[config.mk]
export PLATFORM = sky130hd
export DESIGN_NAME = rmfp_map
export DESIGN_NICKNAME = d
export VERILOG_FILES = /design/src/hw/rtl/rmfp_pkg.sv /design/src/hw/rtl/rmfp_map.sv
export SDC_FILE = /design/constraint.sdc
export NUM_CORES = 1
export LEC_CHECK = 0
export BUFFER_PORTS_ARGS = -buffer_cell sky130_fd_sc_hd__buf_2
export CORE_MARGIN = 2
export CORE_UTILIZATION = 28
export DETAILED_ROUTE_END_ITERATION = 6
export PLACE_DENSITY = 0.51
export SKIP_LAST_GASP = 1
export SLEW_MARGIN = 20
export SYNTH_ARGS = -nofsm -noshare
export SYNTH_HDL_FRONTEND = slang
export SYNTH_SLANG_ARGS = --single-unit
[constraint.sdc]
create_clock -name vclk -period 9.77
set_clock_uncertainty 0.05 [all_clocks]
set_input_delay 0.4885 -clock vclk [all_inputs]
set_output_delay 0.4885 -clock vclk [all_outputs]
set_load 0.02 [all_outputs]
[src/hw/rtl/rmfp_pkg.sv]
// Shared types and constants for the rotated monochrome frame store plotter.
package rmfp_pkg;

   localparam int         BITS_PER_BYTE = 8;
   localparam int         BIT_IDX_W     = $clog2(BITS_PER_BYTE);
   localparam logic [7:0] BIT_MSB       = 8'h80;
   localparam logic [7:0] COLOR_BLACK   = 8'd1;

   typedef enum logic [1:0] {
      OP_PLOT  = 2'd0,
      OP_CLEAR = 2'd1,
      OP_READ  = 2'd2,
      OP_NOP   = 2'd3
   } op_type;

   typedef enum logic [1:0] {
      ROT_0   = 2'd0,
      ROT_90  = 2'd1,
      ROT_180 = 2'd2,
      ROT_270 = 2'd3
   } rot_type;

   typedef enum logic [2:0] {
      REG_ROTATION    = 3'd0,
      REG_VIEW_WIDTH  = 3'd1,
      REG_VIEW_HEIGHT = 3'd2,
      REG_ROW_BYTES   = 3'd3,
      REG_ROW_COUNT   = 3'd4
   } reg_index_type;

   typedef struct packed {
      rot_type     rotation;
      logic [9:0]  view_width;
      logic [9:0]  view_height;
      logic [6:0]  row_bytes;
      logic [9:0]  row_count;
   } cfg_type;

   typedef struct packed {
      logic                 out_of_range;
      logic [6:0]           col;
      logic [9:0]           row;
      logic [BIT_IDX_W-1:0] bit_idx;
   } plot_target_type;

endpackage

[src/hw/rtl/rmfp_map.sv]
// Rotation of a logical pixel coordinate to a store column, row and bit.
module rmfp_map
   import rmfp_pkg::*;
(
   input  cfg_type         cfg,
   input  logic [6:0]      eff_row_bytes,
   input  logic [9:0]      eff_row_count,
   input  logic [8:0]      coord_x,
   input  logic [8:0]      coord_y,
   output plot_target_type target
);

   // Twelve bits hold every mirrored value, from -512 up to 1022, in two's complement.
   logic [11:0] x_ext, y_ext, w_ext, h_ext;
   logic [11:0] w_minus_x, w_minus_y, h_minus_x, h_minus_y;
   logic [11:0] col_pos, row_pos;
   logic        wrapped;

   assign x_ext = {3'd0, coord_x};
   assign y_ext = {3'd0, coord_y};
   assign w_ext = {2'd0, cfg.view_width};
   assign h_ext = {2'd0, cfg.view_height};

   assign w_minus_x = w_ext - x_ext - 12'd1;
   assign w_minus_y = w_ext - y_ext - 12'd1;
   assign h_minus_x = h_ext - x_ext - 12'd1;
   assign h_minus_y = h_ext - y_ext - 12'd1;

   always_comb begin
      case (cfg.rotation)
         ROT_0: begin
            col_pos = y_ext;
            row_pos = x_ext;
         end
         ROT_90: begin
            col_pos = x_ext;
            row_pos = h_minus_y;
         end
         ROT_180: begin
            col_pos = w_minus_y;
            row_pos = h_minus_x;
         end
         ROT_270: begin
            col_pos = w_minus_x;
            row_pos = y_ext;
         end
         default: begin
            col_pos = y_ext;
            row_pos = x_ext;
         end
      endcase
   end

   assign wrapped        = col_pos[11] | row_pos[11];
   assign target.col     = col_pos[9:BIT_IDX_W];
   assign target.row     = row_pos[9:0];
   assign target.bit_idx = col_pos[BIT_IDX_W-1:0];
   assign target.out_of_range = wrapped
                              | (target.col >= eff_row_bytes)
                              | (target.row >= eff_row_count);

endmodule

==> results of run 1 <==
## logic make-up after synthesis
| family | count (synthesis) | synth area share [%] |
|---|---|---|
| adder cells (fa/ha/maj) | 45 | 25.5 |
| XOR/XNOR | 23 | 8.88 |
| AO/OA/AOI/OAI | 92 | 29.7 |
| buffers and inverters | 48 | 8.05 |
| AND/OR/NAND/NOR | 80 | 19.7 |
| multiplexers | 18 | 8.11 |
## cell usage in the layout, fill, tap and decap left out, drive strengths merged, types with 4 or more instances in the layout
| cell type | netlist | layout |
|---|---|---|
| o2111ai | 5 | 5 |
| a21o | 6 | 6 |
| buf | 3 | 79 |
| o21a | 9 | 9 |
| nand2 | 24 | 24 |
| nand2b | 5 | 5 |
| a221oi | 8 | 8 |
| nor4 | 4 | 4 |
| a22oi | 5 | 5 |
| o221ai | 6 | 6 |
| nand4 | 4 | 4 |
| xnor2 | 15 | 15 |
| ha | 43 | 43 |
| nor2b | 8 | 8 |
| nor3 | 4 | 4 |
| nor2 | 10 | 10 |
| inv | 37 | 37 |
| o21ai | 17 | 17 |
| nand3 | 7 | 7 |
| a21oi | 17 | 17 |
| xor2 | 8 | 8 |
| or3 | 5 | 5 |
| mux2i | 15 | 15 |
| o211ai | 4 | 4 |
## stage by stage
| stage | worst slack (ps) | hold WS, ps |
|---|---|---|
| after CTS | 4210 | 1310 |
| after global routing | 3840 | 1330 |
| final | 4260 | 1310 |
| after floorplan | 4630 | 1090 |
| after detailed placement | 4240 | 1310 |
| after global placement | 4290 | 1300 |
## routing by layer
layer,share of wire [%],wire [µm]
met5,0,0
met4,0.96,63
met3,2.8,184
met2,48,3140
met1,48,3170
## worst paths after layout
check,from,end,slack [ps],cells past startpoint
setup / recovery,cfg[37],target[20],4260,21
hold / removal,coord_y[2],target[2],1310,4
## report_power, final
group,switching (mW),leakage (nW),internal [mW]
sequential,0,0,0
combinational,0.135,1.36,0.0983
clock,0,0,0
## cell type report
type,count,area share [%]
well taps,102,4.64
repair buffers,79,14.5
multi-input cells,258,75.8
inverters,37,5.05
==> out/metrics.csv, run 1 <==
metric;value;unit
total congestion overflow;0;
Total Power;0.234;mW
PostCTS Resize Cnt;0;
initial antenna violation count;0;
crit path max fanout;5;
final setup fails;0;
Routed wire per std cell;13.8;µm
nets;495;
Slew headroom;59.8;%
post-synth top area cell;ha_1;
Synth area leaders;ha_1, mux2i_1, inv_1, xnor2_1, nand2_1;
hpwl dp;5.80;mm
clock buffers;0;
most used cell, CP;ha_1;
Rows;32;
Via density;5.07;
top-count cell post-synth;ha_1;
share of post-route cells with drive strength above 1;26.2;%
Distinct cells, synth;58;
Worst Setup End Kind;output port;
vias;2415;
CP bufs+invs;4;
Slew Viols, Final;0;
post-route ant nets;0;
Port Buf Inserts;78;
chip width;94.0;µm
syn_nets;425;
status;completed;
Initial Utilization;29.1;%
maximum VDD drop;28.6;µV
GR Util met1;20.8;%
max-cap viol count;0;
Crit Path Class;input port to output port;
seq_cells;0;
HP Class;input port to output port;
Most Crowded Layer GR;met2;
Max stage delay on crit path;430;ps
DRT Wirelength;6.57;mm
multi-input logic area;2090;µm²
crit path launch type;input port;
core area;7810;µm²
area grow syn2layout;21.2;%
cell area after layout;2750;µm²
Slew @ Worst Pin;603;ps
setup total negative slack;0;ps
Die Ht;94.0;µm
Antenna Cells;0;
Final period util;56.4;%
Pwr Density;84.9;nW/µm²
Seq/Total Area, Yosys;0;%
Hold Fails Final Rpt;0;
1st-iter DRT viols;70;
final core occ;35.2;%
GPL Wtd Cong;0.825;
Fill cells;864;
RSZ-0062 raised after global routing;false;
io pins;95;
Placed Cells;476;
grt met2 use;27.7;%
delay-heaviest family, CP;compound AO/OA/AOI/OAI gates;
Area after DPL;2750;µm²
critical path's slowest cell;fa_1;
vias in the first global route;2417;
Synth top cells by count;ha_1, inv_1, nand2_1;
drt first pass iters;4;
Ys Warns;0;
total global routing track utilization;15.3;%
GR Layer Usage met3;0.401;%
Worst EP required;9230;ps
Post-CTS Repair Setup Buffers;0;
synthesized area per cell;7.41;µm²
first-pass GRT wire length;11.1;mm
largest net degree at the start of global routing;36;
Synth top area share;23.7;%
highest clock rate;0.181;GHz
Sequential Area;0;µm²
Cell Count, Final, Fillers Out;476;
DR DRC count;0;
hold buffer count at CTS;0;
CP cell instances;buf_2 -> inv_1 -> ha_1 -> mux2_2 -> ha_1 -> inv_1 -> fa_1 -> a21o_1 -> a21oi_1 -> xor2_1 -> o2111ai_1 -> nor4_2 -> xnor2_1 -> o221ai_1 -> ha_1 -> a21o_1 -> a2111oi_0 -> o21ai_0 -> nor4_1 -> o211ai_1 -> buf_2;
cell count after synthesis;306;
fin crit period;5510;ps
die area;8840;µm²
Lkg Pwr;1.36;nW
cell area after synthesis;2270;µm²
Worst EP arrival;4970;ps
(Power assumes the default switching activity.)
==> run 2, diff against run 1 <==
==> constraint.sdc (replaced) <==
create_clock -name vclk -period 5.73
set_clock_uncertainty 0.05 [all_clocks]
set_input_delay 0.2865 -clock vclk [all_inputs]
set_output_delay 0.2865 -clock vclk [all_outputs]
set_load 0.02 [all_outputs]
==> out/metrics.csv, run 2 (same netlist as run 1, synthesis figures left out) <==
metric;value;unit;change
Post-CTS Repair Setup Buffers;0;;unchanged
initial antenna violation count;0;;unchanged
Initial Utilization;29.1;%;unchanged
vias;2419;;+0.17%
total congestion overflow;0;;unchanged
CP cell instances;buf_2 -> ha_1 -> mux2_2 -> ha_1 -> fa_1 -> nor2b_2 -> o21a_1 -> o21ai_0 -> a221oi_2 -> nand3_1 -> xnor2_1 -> o221ai_1 -> ha_1 -> a21oi_1 -> o21ai_0 -> a2111oi_0 -> o21ai_0 -> nor4_1 -> o211ai_1 -> buf_2;;
final core occ;35.3;%;+0.096 points
commonest non-fill, non-tap cell in the layout;buf_2;;
nets;496;;+0.20%
chip width;94.0;µm;unchanged
status;completed;;
Hold Crit Start;coord_y[0];;
GPL Wtd Cong;0.823;;-0.32%
Routed wire per std cell;13.8;µm;about the same
maximum VDD drop;47.0;µV;+64%
setup total negative slack;0;ps;unchanged
Worst EP arrival;4790;ps;-180 ps
clock buffers;0;;unchanged
Pwr Density;145;nW/µm²;+71%
largest net degree at the start of global routing;36;;unchanged
Worst EP required;5390;ps;-3840 ps
io pins;95;;unchanged
hpwl dp;5.79;mm;-0.27%
final hold slack;904;ps;-403 ps
die area;8840;µm²;unchanged
Worst Setup End Kind;output port;;
drt first pass iters;4;;unchanged
critical path's slowest cell;fa_1;;
Port Buf Inserts;78;;unchanged
1st-iter DRT viols;72;;+2.9%
total global routing track utilization;15.2;%;-0.050 points
crit path max fanout;5;;unchanged
Slew headroom;63.7;%;+3.9 points
DR DRC count;0;;unchanged
Slew @ Worst Pin;540;ps;-63.1 ps
CP bufs+invs;2;;-2
core area;7810;µm²;unchanged
cell area after layout;2760;µm²;+0.27%
Hold Path Stages;4;;unchanged
vias in the first global route;2388;;-1.2%
Total Power;0.400;mW;+71%
hold buffer count at CTS;0;;unchanged
Rows;32;;unchanged
Lkg Pwr;1.36;nW;+0.38%
RSZ-0062 raised after global routing;false;;
post-route ant nets;0;;unchanged
Crit Path Class;input port to output port;;
Sequential Area;0;µm²;unchanged
Antenna Cells;0;;unchanged
Max stage delay on crit path;420;ps;about the same
PostCTS Resize Cnt;0;;unchanged
Final period util;89.4;%;
Via density;5.07;;about the same
HP Class;input port to output port;;
delay-heaviest family, CP;compound AO/OA/AOI/OAI gates;;
Worst Hold End;target[0];;
crit path launch type;input port;;
Area after DPL;2760;µm²;+0.27%
Slew Viols, Final;0;;unchanged
seq_cells;0;;unchanged
commonest cells after routing, fill and taps aside;buf_2, ha_1, inv_1;;
max-cap viol count;0;;unchanged
final setup fails;0;;unchanged
Die Ht;94.0;µm;unchanged
area grow syn2layout;21.6;%;
Hold Fails Final Rpt;0;;unchanged
first-pass GRT wire length;11.1;mm;+0.37%
share of post-route cells with drive strength above 1;26.4;%;+0.20 points
fin crit period;5120;ps;
DRT Wirelength;6.58;mm;+0.23%
highest clock rate;0.195;GHz;
==> run 2: cell types whose count changed in the layout (fill, tap and decap cells not counted) <==
cell / change
buf_4: +1
==> run 2: final cells by class <==
type,instances,area [µm²]
tap,102,128
timing repair buffer,80,405
fill,870,5050
inverter,37,139
multi-input combinational,258,2090
==> run 2: per-layer routing <==
metal / vias up / track usage (%) / routed length (µm)
met2: 48 / 27.6 / 3230
met3: 2 / 0 / 195
met4: 0 / 0.604 / 21
met1: 1096 / 21.3 / 3130
met5: - / 0 / 0
li1: 1273 / - / -
==> run 2: how the worst max path moves through the flow <==
stage             from          to  slack, ps  cells after the start
2_1_floorplan  cfg[37]  target[20]       1000                     20
3_3_place_gp   cfg[37]  target[20]        710                     21
3_5_place_dp   cfg[38]  target[20]        600                     20
4_1_cts        cfg[37]  target[20]        590                     21
5_1_grt        cfg[37]  target[20]         80                     21
6_report       cfg[38]  target[20]        610                     20
==> run 2: where the power goes <==
group / internal (mW) / total (mW) / switching (mW)
registers: 0 / 0 / 0
logic: 0.168 / 0.400 / 0.231
clock network: 0 / 0 / 0
==> run 2: per-stage QoR <==
| stage | cells | setup slack (ps) |
|---|---|---|
| 3_5_place_dp | 477 | 604 |
| 6_report | 477 | 608 |
| 2_1_floorplan | 306 | 998 |
| 3_3_place_gp | 477 | 713 |
| 4_1_cts | 477 | 586 |
| 5_1_grt | 477 | 77.8 |
==> run 3, diff against run 2 <==
--- a/config.mk
+++ b/config.mk
@@ -6,7 +6,6 @@
 export NUM_CORES = 1
 export LEC_CHECK = 0
 export BUFFER_PORTS_ARGS = -buffer_cell sky130_fd_sc_hd__buf_2
-export CORE_MARGIN = 2
 export CORE_UTILIZATION = 28
 export DETAILED_ROUTE_END_ITERATION = 6
 export PLACE_DENSITY = 0.51
==> constraint.sdc (replaced) <==
create_clock -name vclk -period 5
set_clock_uncertainty 0.05 [all_clocks]
set_input_delay 0.25 -clock vclk [all_inputs]
set_output_delay 0.25 -clock vclk [all_outputs]
set_load 0.02 [all_outputs]
==> out/metrics.csv, run 3 (same netlist as run 1, synthesis figures left out) <==
metric;value;unit;change
Lkg Pwr;1.43;nW;+4.8%
commonest cells after routing, fill and taps aside;buf_2, ha_1, inv_1;;
Port Buf Inserts;78;;unchanged
nets;506;;+2.0%
Worst Setup End Kind;output port;;
crit path max fanout;5;;unchanged
vias;2456;;+1.5%
chip width;92.0;µm;-2.1%
Final period util;93.2;%;
final hold slack;836;ps;-68.2 ps
Slew headroom;72.2;%;+8.5 points
Hold Fails Final Rpt;0;;unchanged
final core occ;37.3;%;+2.0 points
DRT Wirelength;6.76;mm;+2.8%
vias in the first global route;2313;;-3.1%
Antenna Cells;0;;unchanged
Pwr Density;169;nW/µm²;+17%
Routed wire per std cell;13.9;µm;+0.64%
Via density;5.04;;-0.56%
drt first pass iters;4;;unchanged
crit path launch type;input port;;
commonest non-fill, non-tap cell in the layout;buf_2;;
post-route ant nets;0;;unchanged
Crit Path Class;input port to output port;;
max-cap viol count;0;;unchanged
area grow syn2layout;27.9;%;
hpwl dp;5.73;mm;-0.98%
share of post-route cells with drive strength above 1;31.7;%;+5.3 points
largest net degree at the start of global routing;36;;unchanged
Die Ht;92.0;µm;-2.1%
Placed Cells;484;;+1.5%
seq_cells;0;;unchanged
status;completed;;
setup total negative slack;0;ps;unchanged
Slew Viols, Final;0;;unchanged
total congestion overflow;0;;unchanged
Cell Count, Final, Fillers Out;487;;+2.1%
DR DRC count;0;;unchanged
1st-iter DRT viols;85;;+18%
initial antenna violation count;0;;unchanged
Worst EP required;4700;ps;-690 ps
HP Class;input port to output port;;
maximum VDD drop;39.8;µV;-15%
core area;7770;µm²;-0.51%
Slew @ Worst Pin;414;ps;-126 ps
die area;8470;µm²;-4.2%
Worst EP arrival;4360;ps;-430 ps
final setup fails;0;;unchanged
highest clock rate;0.215;GHz;
Sequential Area;0;µm²;unchanged
io pins;95;;unchanged
Fill cells;853;;-2.0%
fin crit period;4660;ps;
Rows;32;;unchanged
clock buffers;0;;unchanged
Initial Utilization;29.2;%;+0.15 points
total global routing track utilization;15.8;%;+0.56 points
first-pass GRT wire length;11.1;mm;about the same
GPL Wtd Cong;0.820;;-0.38%
==> run 3: report_power, final <==
group	switching [mW]	leakage, nW	internal (mW)
Sequential	0	0	0
Combinational	0.277	1.43	0.215
Clock	0	0	0
==> run 3: final timing paths <==
check	from	endpoint	slack, ps	cells past startpoint
worst max-delay path	cfg[38]	target[20]	340	20
worst min-delay path	coord_y[2]	target[2]	840	4
==> run 3: repair_timing <==
item	CTS	global route
hold buffers	0	0
buffers inserted	0	3
gates resized for setup	0	16
endpoints found under the setup margin	0	1
==> run 3: critical path, stage by stage <==
cell and delay (ps):
buf_2 140, ha_2 220, mux2_2 340, ha_1 220, fa_2 370, nor2b_2 160
o211a_1 200, o211ai_1 160, a221oi_2 250, nand3_1 160, xnor2_2 180, o221ai_2 190
ha_1 280, a21oi_1 160, o21ai_0 130, a2111oi_2 370, o21ai_1 120, nor4_1 170
o211ai_1 130, buf_2 180
==> run 3: metrics by stage <==
step,area [µm²],total power [mW],setup WS [ps]
2_1_floorplan,2270,0.334,341
3_5_place_dp,2810,0.466,119
6_report,2900,0.491,339
4_1_cts,2810,0.469,123
5_1_grt,2900,0.548,-40.1
3_3_place_gp,2810,0.463,217
==> run 3: final cells by class <==
cell class / count / area [µm²] / area share, %
inverters: 37 / 139 / 4.79
multi-input cells: 258 / 2150 / 74.2
well taps: 102 / 128 / 4.40
repair buffers: 90 / 480 / 16.6
==> run 3: per-layer routing <==
layer | wire length, µm | track usage (%)
met5 | 0 | 0
met4 | 24 | 0
met3 | 157 | 0.249
met2 | 3360 | 28.4
met1 | 3230 | 22.2
