## config.mk

```make
export PLATFORM = sky130hd
export DESIGN_NAME = rmfp_csr
export DESIGN_NICKNAME = d
export VERILOG_FILES = /design/src/hw/rtl/rmfp_pkg.sv /design/src/hw/rtl/rmfp_csr.sv
export SDC_FILE = /design/constraint.sdc
export NUM_CORES = 1
export LEC_CHECK = 0
export ABC_AREA = 1
export BUFFER_PORTS_ARGS = -buffer_cell sky130_fd_sc_hd__buf_2
export CORE_MARGIN = 1
export CORE_UTILIZATION = 40
export CTS_CLUSTER_SIZE = 24
export DETAILED_ROUTE_END_ITERATION = 8
export PLACE_DENSITY_LB_ADDON = 0.3
export REMOVE_ABC_BUFFERS = 1
export SLEW_MARGIN = 20
export SYNTH_ARGS = -nofsm -noshare
export SYNTH_HDL_FRONTEND = slang
export SYNTH_SLANG_ARGS = --single-unit
```

## constraint.sdc

```tcl
create_clock -name clock -period 1.1 [get_ports clock]
set_clock_uncertainty 0.2 [all_clocks]
set_input_delay 0.11 -clock clock [delete_from_list [all_inputs] [get_ports clock]]
set_output_delay 0.11 -clock clock [all_outputs]
set_load 0.1 [all_outputs]
```

## src/hw/rtl/rmfp_pkg.sv

```systemverilog
// Shared types and constants for the rotated monochrome frame store plotter.
package rmfp_pkg;

   localparam int         BITS_PER_BYTE = 8;
   localparam int         BIT_IDX_W     = $clog2(BITS_PER_BYTE);
   localparam logic [7:0] BIT_MSB       = 8'h80;
   localparam logic [7:0] COLOR_BLACK   = 8'd1;

   typedef enum logic [1:0] {
      OP_PLOT  = 2'd0,
      OP_CLEAR = 2'd1,
      OP_READ  = 2'd2,
      OP_NOP   = 2'd3
   } op_type;

   typedef enum logic [1:0] {
      ROT_0   = 2'd0,
      ROT_90  = 2'd1,
      ROT_180 = 2'd2,
      ROT_270 = 2'd3
   } rot_type;

   typedef enum logic [2:0] {
      REG_ROTATION    = 3'd0,
      REG_VIEW_WIDTH  = 3'd1,
      REG_VIEW_HEIGHT = 3'd2,
      REG_ROW_BYTES   = 3'd3,
      REG_ROW_COUNT   = 3'd4
   } reg_index_type;

   typedef struct packed {
      rot_type     rotation;
      logic [9:0]  view_width;
      logic [9:0]  view_height;
      logic [6:0]  row_bytes;
      logic [9:0]  row_count;
   } cfg_type;

   typedef struct packed {
      logic                 out_of_range;
      logic [6:0]           col;
      logic [9:0]           row;
      logic [BIT_IDX_W-1:0] bit_idx;
   } plot_target_type;

endpackage

```

## src/hw/rtl/rmfp_csr.sv

```systemverilog
// Configuration register file with an APB-style access port.
module rmfp_csr
   import rmfp_pkg::*;
(
   input  logic        clock,
   input  logic        reset,
   input  logic        csr_psel,
   input  logic        csr_penable,
   input  logic        csr_pwrite,
   input  logic [4:0]  csr_paddr,
   input  logic [31:0] csr_pwdata,
   output logic [31:0] csr_prdata,
   output logic        csr_pready,
   output cfg_type     cfg
);

   rot_type       rotation_ff,    rotation_in;
   logic [9:0]    view_width_ff,  view_width_in;
   logic [9:0]    view_height_ff, view_height_in;
   logic [6:0]    row_bytes_ff,   row_bytes_in;
   logic [9:0]    row_count_ff,   row_count_in;
   logic          write_hit;
   reg_index_type reg_index;

   assign csr_pready = 1'b1;
   assign write_hit  = csr_psel & csr_penable & csr_pwrite & csr_pready;
   assign reg_index  = reg_index_type'(csr_paddr[4:2]);

   always_comb begin
      rotation_in    = rotation_ff;
      view_width_in  = view_width_ff;
      view_height_in = view_height_ff;
      row_bytes_in   = row_bytes_ff;
      row_count_in   = row_count_ff;
      if (write_hit) begin
         unique case (reg_index)
            REG_ROTATION:    rotation_in    = rot_type'(csr_pwdata[1:0]);
            REG_VIEW_WIDTH:  view_width_in  = csr_pwdata[9:0];
            REG_VIEW_HEIGHT: view_height_in = csr_pwdata[9:0];
            REG_ROW_BYTES:   row_bytes_in   = csr_pwdata[6:0];
            REG_ROW_COUNT:   row_count_in   = csr_pwdata[9:0];
            default: ;
         endcase
      end
   end

   always_ff @(posedge clock) begin
      if (reset) begin
         rotation_ff    <= ROT_0;
         view_width_ff  <= 10'd512;
         view_height_ff <= 10'd512;
         row_bytes_ff   <= 7'd64;
         row_count_ff   <= 10'd512;
      end else begin
         rotation_ff    <= rotation_in;
         view_width_ff  <= view_width_in;
         view_height_ff <= view_height_in;
         row_bytes_ff   <= row_bytes_in;
         row_count_ff   <= row_count_in;
      end
   end

   always_comb begin
      unique case (reg_index)
         REG_ROTATION:    csr_prdata = {30'd0, rotation_ff};
         REG_VIEW_WIDTH:  csr_prdata = {22'd0, view_width_ff};
         REG_VIEW_HEIGHT: csr_prdata = {22'd0, view_height_ff};
         REG_ROW_BYTES:   csr_prdata = {25'd0, row_bytes_ff};
         REG_ROW_COUNT:   csr_prdata = {22'd0, row_count_ff};
         default:         csr_prdata = 32'd0;
      endcase
   end

   assign cfg.rotation    = rotation_ff;
   assign cfg.view_width  = view_width_ff;
   assign cfg.view_height = view_height_ff;
   assign cfg.row_bytes   = row_bytes_ff;
   assign cfg.row_count   = row_count_ff;

endmodule

```

==> results.yml, run 1 <==
global_routing:
  grtUsageTotal_pct: 28.3
  antenna_found_initial: 0
  grt_pass1_vias: 2795
  grt_pass1_wl_um: 13300
  grt_max_degree: 40
  grt_overflow: 0
min_path:
  worstHoldPathType: "in2reg"
  holdPathEnd: "row_bytes_ff[1]"
  whs_path_depth: 5
  min_from: "csr_pwdata[1]"
job:
  cap_violations: 0
sta:
  finalHoldViolCount: 0
  rsz0062_at_grt: "yes"
  setup_tns_ns: -10.76
  setup_violations: 67
  post-route-period-util_pct: 146
  fin_crit_ns: 1.61
  fin_ws_ns: -0.508
  fmax_mhz: 622
  drv_slew: 0
  hold-worst-slack_ns: 0.0173
routing:
  routedWlPerCell_um: 18.7
  maxUsedRoutingLayer: "met4"
  drcViolationCount: 0
  routed-via-count: 3060
  wl_met3_um: 797
  routed_wl_um: 11000
  drt_first_pass_iters: 5
  wl_met2_um: 5580
  drt-vias-per-instance: 5.20
  first_iter_violations: 274
  m1WireLength_um: 4090
  antenna_left: 0
floorplan:
  fp.dieArea_um2: 6160
  ios: 114
  die_h_um: 78.5
  start_util_pct: 42.0
  die_w_um: 78.5
  fp.coreArea_um2: 5570
  fp-row-count: 27
critical_path:
  slowest_stage: "dfxtp_2"
  crit_arrival_ns: 1.30
  worstSetupPathType: "reg2out"
  critPathRequiredTime_ns: 0.79
  cp_max_fo: 2
  rr_worst_depth: 4
  rr_startpoint: "view_height_ff[7]"
  startpoint_type: "flip-flop"
  crit_start: "row_count_ff[1]"
  slowest_delay_ns: 0.34
  cp-end-kind: "output port"
  r2r_end: "view_height_ff[7]"
  r2r_slack_ns: -0.07
  crit_chain: "nand3_1, nand2_1, nor2_2, nand2_2, buf_12"
synthesis:
  ys_types: 22
  ys_seq_area_share_pct: 33.4
  synth_area_per_cell_um2: 6.86
  ys_top_cells_by_count: "nand2_1 (100), nor2_1 (72), dfxtp_1 (39)"
  synthCells: 341
  synth_edf_count: 0
  yosys-top-cells-area: "dfxtp_1 (33%), nand2_1 (16%), nor2_1 (12%)"
  yosysMostFrequentCell: "nand2_1"
  synth_top_cell_by_area: "dfxtp_1"
  ys_seq_elements: 39
  syn-cell-area_um2: 2340
  ys.flop_type: "dfxtp_1"
  yosys_warnings: 0
  postSynth.asyncResetShare_pct: 0
  yosys.area.top_type_share_pct: 33.4
power_and_ir_drop:
  p_leak_nw: 2.28
  p_total_mw: 4.26
  power-per-cell-area_nw_per_um2: 873
  peakVddDrop_mv: 0.741
final_layout:
  stdcell_count: 588
  drive_gt1_share_pct: 57.6
  fin_util_pct: 87.5
  design_area_um2: 4880
  synthToLayoutAreaGrowth_pct: 109
  fin_nets: 557
  num_antenna_cells: 0
cts:
  numClockSinks: 39
  cts_tree: "done"
  clk_pin_slew_ns: 0.09
  clockBufferDepth: 2
  htree_levels: 2
  numCtsBuffers: 5
  root_buffer: "clkbuf_8"
  insertion_delay_ns: 0.30
placement:
  pre_cts_slack_ns: -0.478
  place_area_um2: 3840
  place_inst: 531
  gp_congestion: 0.850
  port_buffers: 66
  dp_hpwl_um: 4810
run_status:
  outcome: "finished, violations left"
  violations: "negative setup slack"
## cell type report
type / count / area [um^2]
tap: 72 / 90.1
fill: 246 / 697
sequential: 39 / 830
multi-input combinational: 262 / 1440
timing repair buffer: 180 / 2250
clock inverter: 2 / 60.1
clock buffer: 6 / 72.6
inverter: 27 / 129
## routing by layer
metal	vias to the layer above	GRT usage, %
met5	-	0
met4	0	14.1
met3	52	6.16
met2	209	52.3
met1	1440	29.9
li1	1359	-
## sequential cells by signal, indices dropped and copies added (netlist names)
name and flops:
rotation_ff 2, row_bytes_ff 7, row_count_ff 10, view_height_ff 10, view_width_ff 10
## critical path, delay by kind of cell (launching register included)
family | cells | cell delay (ns)
and+or+nand+nor | 4 | 0.48
DFF | 1 | 0.34
buffers and inverters | 1 | 0.17
## report_power, final
| group | leakage, nW | switching (mW) | internal (mW) | total (mW) |
|---|---|---|---|---|
| clock network | 0.0654 | 0.593 | 0.909 | 1.50 |
| logic | 1.88 | 0.909 | 0.398 | 1.31 |
| registers | 0.331 | 0.0160 | 1.43 | 1.45 |
## placed cells by master, fill, tap and decap left out
cell type	count
nand2_1	78
dfxtp_2	39
nand4_1	3
nand2_4	1
buf_8	1
buf_16	1
inv_1	16
nand2_2	21
conb_1	23
buf_4	48
dlygate4sd3_1	7
clkinv_8	1
inv_8	1
nor2_1	62
nand3_2	16
nor2_4	13
nand2_8	3
nor2_8	3
nand3_1	24
clkbuf_1	1
inv_6	1
clkbuf_8	5
buf_12	55
dlymetal6s4s_1	1
nor2_2	8
inv_2	7
inv_4	1
bufinv_16	2
nand3_4	3
o21ai_0	4
buf_2	14
buf_6	53
## logic make-up after synthesis
kind of cell	synth area share, %
and+or+nand+nor	47.9
buffers and inverters	17.5
DFF	33.4
AOI/OAI and AO/OA	0.856
other	0.321
## what timing repair did
item,CTS,global route
endpoints found under the hold margin,23,0
setup buffers,15,41
pin swaps,20,32
resized for setup,104,81
endpoints found under the setup margin,63,77
hold buffers,8,0
cloned,3,0
## worst max path at each step
stage / slack, ns / depth (start not counted) / end
final: -0.51 / 5 / csr_prdata[1]
after CTS: -0.37 / 5 / csr_prdata[1]
after detailed placement: -0.48 / 9 / csr_prdata[6]
after floorplan: -1.10 / 4 / csr_prdata[1]
after global placement: -0.43 / 9 / csr_prdata[6]
after global routing: -0.51 / 5 / csr_prdata[1]
(Power assumes the default switching activity.)
==> inputs of run 2 (changes only) <==
- TNS_END_PERCENT: unset -> 100
- clock period: 1.1 -> 1.9 ns (I/O delays scaled with it)
==> results.yml, run 2 (synthesis gave the netlist of run 1 again) <==
power_and_ir_drop:
  combPwrFrac_pct: 25.7
  peakVddDrop_mv: 0.307
  p_leak_nw: 1.50
  p_clk_share_pct: 33.8
  p_total_mw: 2.06
  p_sw_share_pct: 36.4
  power_frac_seq_pct: 40.5
  intPower_mw: 1.31
  power-per-cell-area_nw_per_um2: 697
  p_switching_mw: 0.752
sta:
  rsz0062_at_grt: "no"
  hold-worst-slack_ns: 0.0428
  setup_tns_ns: 0
  drv_slew: 0
  setup_violations: 0
  finalHoldViolCount: 0
  fin_crit_ns: 1.78
  post-route-period-util_pct: 93.6
  fmax_mhz: 562
critical_path:
  crit_arrival_ns: 1.39
  worstSetupPathType: "in2out"
  path_common_cell: "nand2_1"
  slowest_stage: "inv_2"
  cp_max_fo: 15
  crit_chain: "buf_2, inv_2, nand2_8, nor2_8, buf_4, nand2_1, nand2_1, buf_12"
  cp-end-kind: "output port"
  critPathRequiredTime_ns: 1.51
  slowest_delay_ns: 0.24
  rr_worst_depth: 2
  startpoint_type: "input port"
global_routing:
  grtUsageTotal_pct: 18.2
  grt_overflow: 0
  grt_pass1_wl_um: 8870
  grt_pass1_vias: 1920
  grt_max_degree: 40
  antenna_found_initial: 0
final_layout:
  fin_nets: 460
  synthToLayoutAreaGrowth_pct: 26.5
  layout_common_cells: "nand2_1 (100), nor2_1 (72), buf_2 (56), dfxtp_1 (39), nand3_1 (30)"
  top_regs: "row_count_ff x10, view_height_ff x10, view_width_ff x10"
  fillCellCount: 578
  stdcell_count: 491
  drive_gt1_share_pct: 29.4
  multiInputGateArea_um2: 1230
  mostFrequentLayoutCell: "nand2_1"
  num_antenna_cells: 0
  regArea_um2: 781
cts:
  clockBufferDepth: 2
  numCtsBuffers: 5
  htree_levels: 2
  numClockSinks: 39
  clk_pin_slew_ns: 0.08
  cts_tree: "done"
  insertion_delay_ns: 0.30
  root_buffer: "clkbuf_8"
floorplan:
  die_w_um: 78.5
  fp.coreArea_um2: 5570
  ios: 114
  fp.dieArea_um2: 6160
  start_util_pct: 42.0
  die_h_um: 78.5
  fp-row-count: 27
run_status:
  outcome: "completed"
routing:
  routedWlPerCell_um: 11.1
  antenna_left: 0
  routed_wl_um: 5440
  drt_first_pass_iters: 4
  drcViolationCount: 0
  drt-vias-per-instance: 4.46
  routed-via-count: 2190
  first_iter_violations: 65
placement:
  dp_hpwl_um: 3820
  gp_congestion: 0.796
  port_buffers: 66
  place_inst: 472
min_path:
  whs_path_depth: 5
  worstHoldPathType: "in2reg"
job:
  cap_violations: 0
[run 2: critical path, delay by kind of cell]
kind          cells  cell delay (ns)
buf+inv           4             0.71
simple gates      4             0.48
[run 2: power by group through the flow]
stage	combinational (mW)	clock, mW	sequential, mW
2_1_floorplan	0.337	0	0.930
3_3_place_gp	0.511	0	0.854
3_5_place_dp	0.513	0	0.854
4_1_cts	0.517	0.722	0.835
5_1_grt	0.556	0.745	0.837
6_report	0.530	0.698	0.835
[run 2: repair_timing]
| action | in CTS | in global routing |
|---|---|---|
| hold buffers | 2 | 0 |
| resized for setup | 0 | 0 |
| hold endpoints to repair | 4 | 0 |
| endpoints found under the setup margin | 0 | 3 |
| setup buffers | 0 | 9 |
[run 2: final timing paths]
check                                         to  slack, ns        startpoint
worst max-delay path               csr_prdata[1]       0.12      csr_paddr[4]
worst min-delay path            view_width_ff[8]       0.04     csr_pwdata[8]
worst max register to register  view_width_ff[4]       1.07  view_width_ff[4]
worst min register to register   row_bytes_ff[4]       0.30   row_bytes_ff[4]
[run 2: layer usage]
layer  up-vias  GRT usage [%]  share of wire [%]
met5         -              0                  0
met4         0           7.41                1.8
met3         9           2.67                5.1
met2        70           32.4                 48
met1       959           21.9                 45
li1       1152              -                  -
[run 2: per-stage QoR]
stage / worst slack, ns / utilization, % / cell area (um^2)
final: 0.122 / 53.1 / 2960
after CTS: 0.0979 / 51.6 / 2880
after global routing: 0.0137 / 53.1 / 2960
after detailed placement: 0.0957 / 49.3 / 2750
after floorplan: -0.383 / - / 2110
after global placement: 0.104 / 49.3 / 2750
[run 2: area by class of cell]
class	instances	share of cell area, %
well taps	72	3.04
clock buffers	5	2.33
inverters	27	3.42
clock inverters	3	1.48
multi-input cells	259	41.4
repair buffers	86	21.9
flip-flops and latches	39	26.4
==> inputs of run 3 (changes only) <==
- CORE_MARGIN: 1 -> 4
- CTS_BUF_LIST: unset -> sky130_fd_sc_hd__clkbuf_4 sky130_fd_sc_hd__clkbuf_8
==> results.yml, run 3 (synthesis gave the netlist of run 1 again) <==
final_layout:
  synthToLayoutAreaGrowth_pct: 25.0
  layout_common_cells: "nand2_1 (100), nor2_1 (72), buf_2 (56), dfxtp_1 (39), nand3_1 (30)"
  drive_gt1_share_pct: 28.9
  fillCellCount: 584
  multiInputGateArea_um2: 1240
  num_antenna_cells: 0
  stdcell_count: 487
  top_regs: "row_count_ff x10, view_height_ff x10, view_width_ff x10"
  fin_util_pct: 52.5
  regArea_um2: 781
  fin_nets: 456
  mostFrequentLayoutCell: "nand2_1"
floorplan:
  die_w_um: 84.5
  ios: 114
  die_h_um: 84.5
  fp-row-count: 27
  fp.dieArea_um2: 7130
  fp.coreArea_um2: 5570
  start_util_pct: 42.0
routing:
  routed_wl_um: 6050
  drt_first_pass_iters: 4
  drt-vias-per-instance: 4.52
  first_iter_violations: 149
  routedWlPerCell_um: 12.4
  drcViolationCount: 0
  routed-via-count: 2199
  antenna_left: 0
job:
  cap_violations: 0
placement:
  pre_cts_slack_ns: 0.0898
  gp_congestion: 0.887
  dp_hpwl_um: 4130
  port_buffers: 66
  place_inst: 470
global_routing:
  grtUsageTotal_pct: 16.9
  grt_pass1_vias: 2025
  grt_pass1_wl_um: 9860
  grt_max_degree: 40
  grt_overflow: 0
  antenna_found_initial: 0
critical_path:
  cp-end-kind: "output port"
  startpoint_type: "input port"
  slowest_stage: "buf_4"
  crit_arrival_ns: 1.41
  critPathRequiredTime_ns: 1.51
  slowest_delay_ns: 0.23
  path_common_cell: "nor2_1"
  cp_max_fo: 10
  worstSetupPathType: "in2out"
  crit_chain: "buf_2, inv_2, buf_4, nand3_2, nor2_1, nor2_1, nand2_1, buf_12"
sta:
  post-route-period-util_pct: 95.0
  fin_crit_ns: 1.80
  drv_slew: 0
  rsz0062_at_grt: "no"
  setup_violations: 0
  fin_ws_ns: 0.0951
  finalHoldViolCount: 0
  fmax_mhz: 554
cts:
  root_buffer: "clkbuf_8"
  numClockSinks: 39
  insertion_delay_ns: 0.29
  cts_tree: "done"
  htree_levels: 2
  clockBufferDepth: 2
  numCtsBuffers: 5
  clk_pin_slew_ns: 0.08
power_and_ir_drop:
  p_switching_mw: 0.738
  power_frac_seq_pct: 41.8
  combPwrFrac_pct: 26.6
  power-per-cell-area_nw_per_um2: 684
  p_total_mw: 2.00
  p_leak_nw: 1.47
  p_clk_share_pct: 31.7
  peakVddDrop_mv: 0.343
  p_sw_share_pct: 36.9
  intPower_mw: 1.26
min_path:
  worstHoldPathType: "in2reg"
run_status:
  outcome: "completed"
-- run 3: timing repair --
item,4_1_cts,5_1_grt
hold buffers,2,0
gates resized for setup,0,1
setup endpoints to repair,0,5
hold endpoints to repair,4,0
buffers inserted,0,6
-- run 3: path summary, 6_finish.rpt --
path / start / end / slack (ns) / cells after the start
setup / recovery: csr_paddr[4] / csr_prdata[0] / 0.1 / 8
setup reg to reg: row_count_ff[3] / row_count_ff[3] / 1.07 / 2
hold reg to reg: row_count_ff[9] / row_count_ff[9] / 0.29 / 2
hold / removal: csr_pwdata[8] / view_width_ff[8] / 0.05 / 5
-- run 3: worst max-delay path, delay by kind of cell --
kind / cells / cell delay, ns
AND/OR/NAND/NOR: 4 / 0.45
buffers and inverters: 4 / 0.76
-- run 3: final cells by class --
class	count	share of cell area, %
Inverter	27	3.47
Tap cell	72	3.08
Sequential cell	39	26.7
Multi-Input combinational cell	260	42.3
Timing Repair Buffer	81	20.9
Clock buffer	8	3.55
-- run 3: layer usage --
layer  GRT usage [%]  share of wire (%)  up-vias
li1                -                  -     1148
met2            27.7                 47       84
met5               0                  0        -
met3            2.85                7.4       10
met4            5.90                1.4        0
met1            22.6                 44      957
-- run 3: through the flow --
stage	area, um^2	hold slack, ns	setup TNS (ns)
after global placement	2740	0.217	0
after global routing	2920	0.0781	0
after floorplan	2110	0.116	-3.28
after CTS	2870	0.0415	0
final	2920	0.0455	0
after detailed placement	2740	0.238	0
-- run 3: power groups by stage --
stage	Combinational [mW]	Clock [mW]	Sequential (mW)
after global routing	0.558	0.691	0.837
after floorplan	0.337	0	0.930
after CTS	0.520	0.649	0.835
after global placement	0.512	0	0.854
after detailed placement	0.515	0	0.854
final	0.531	0.634	0.835
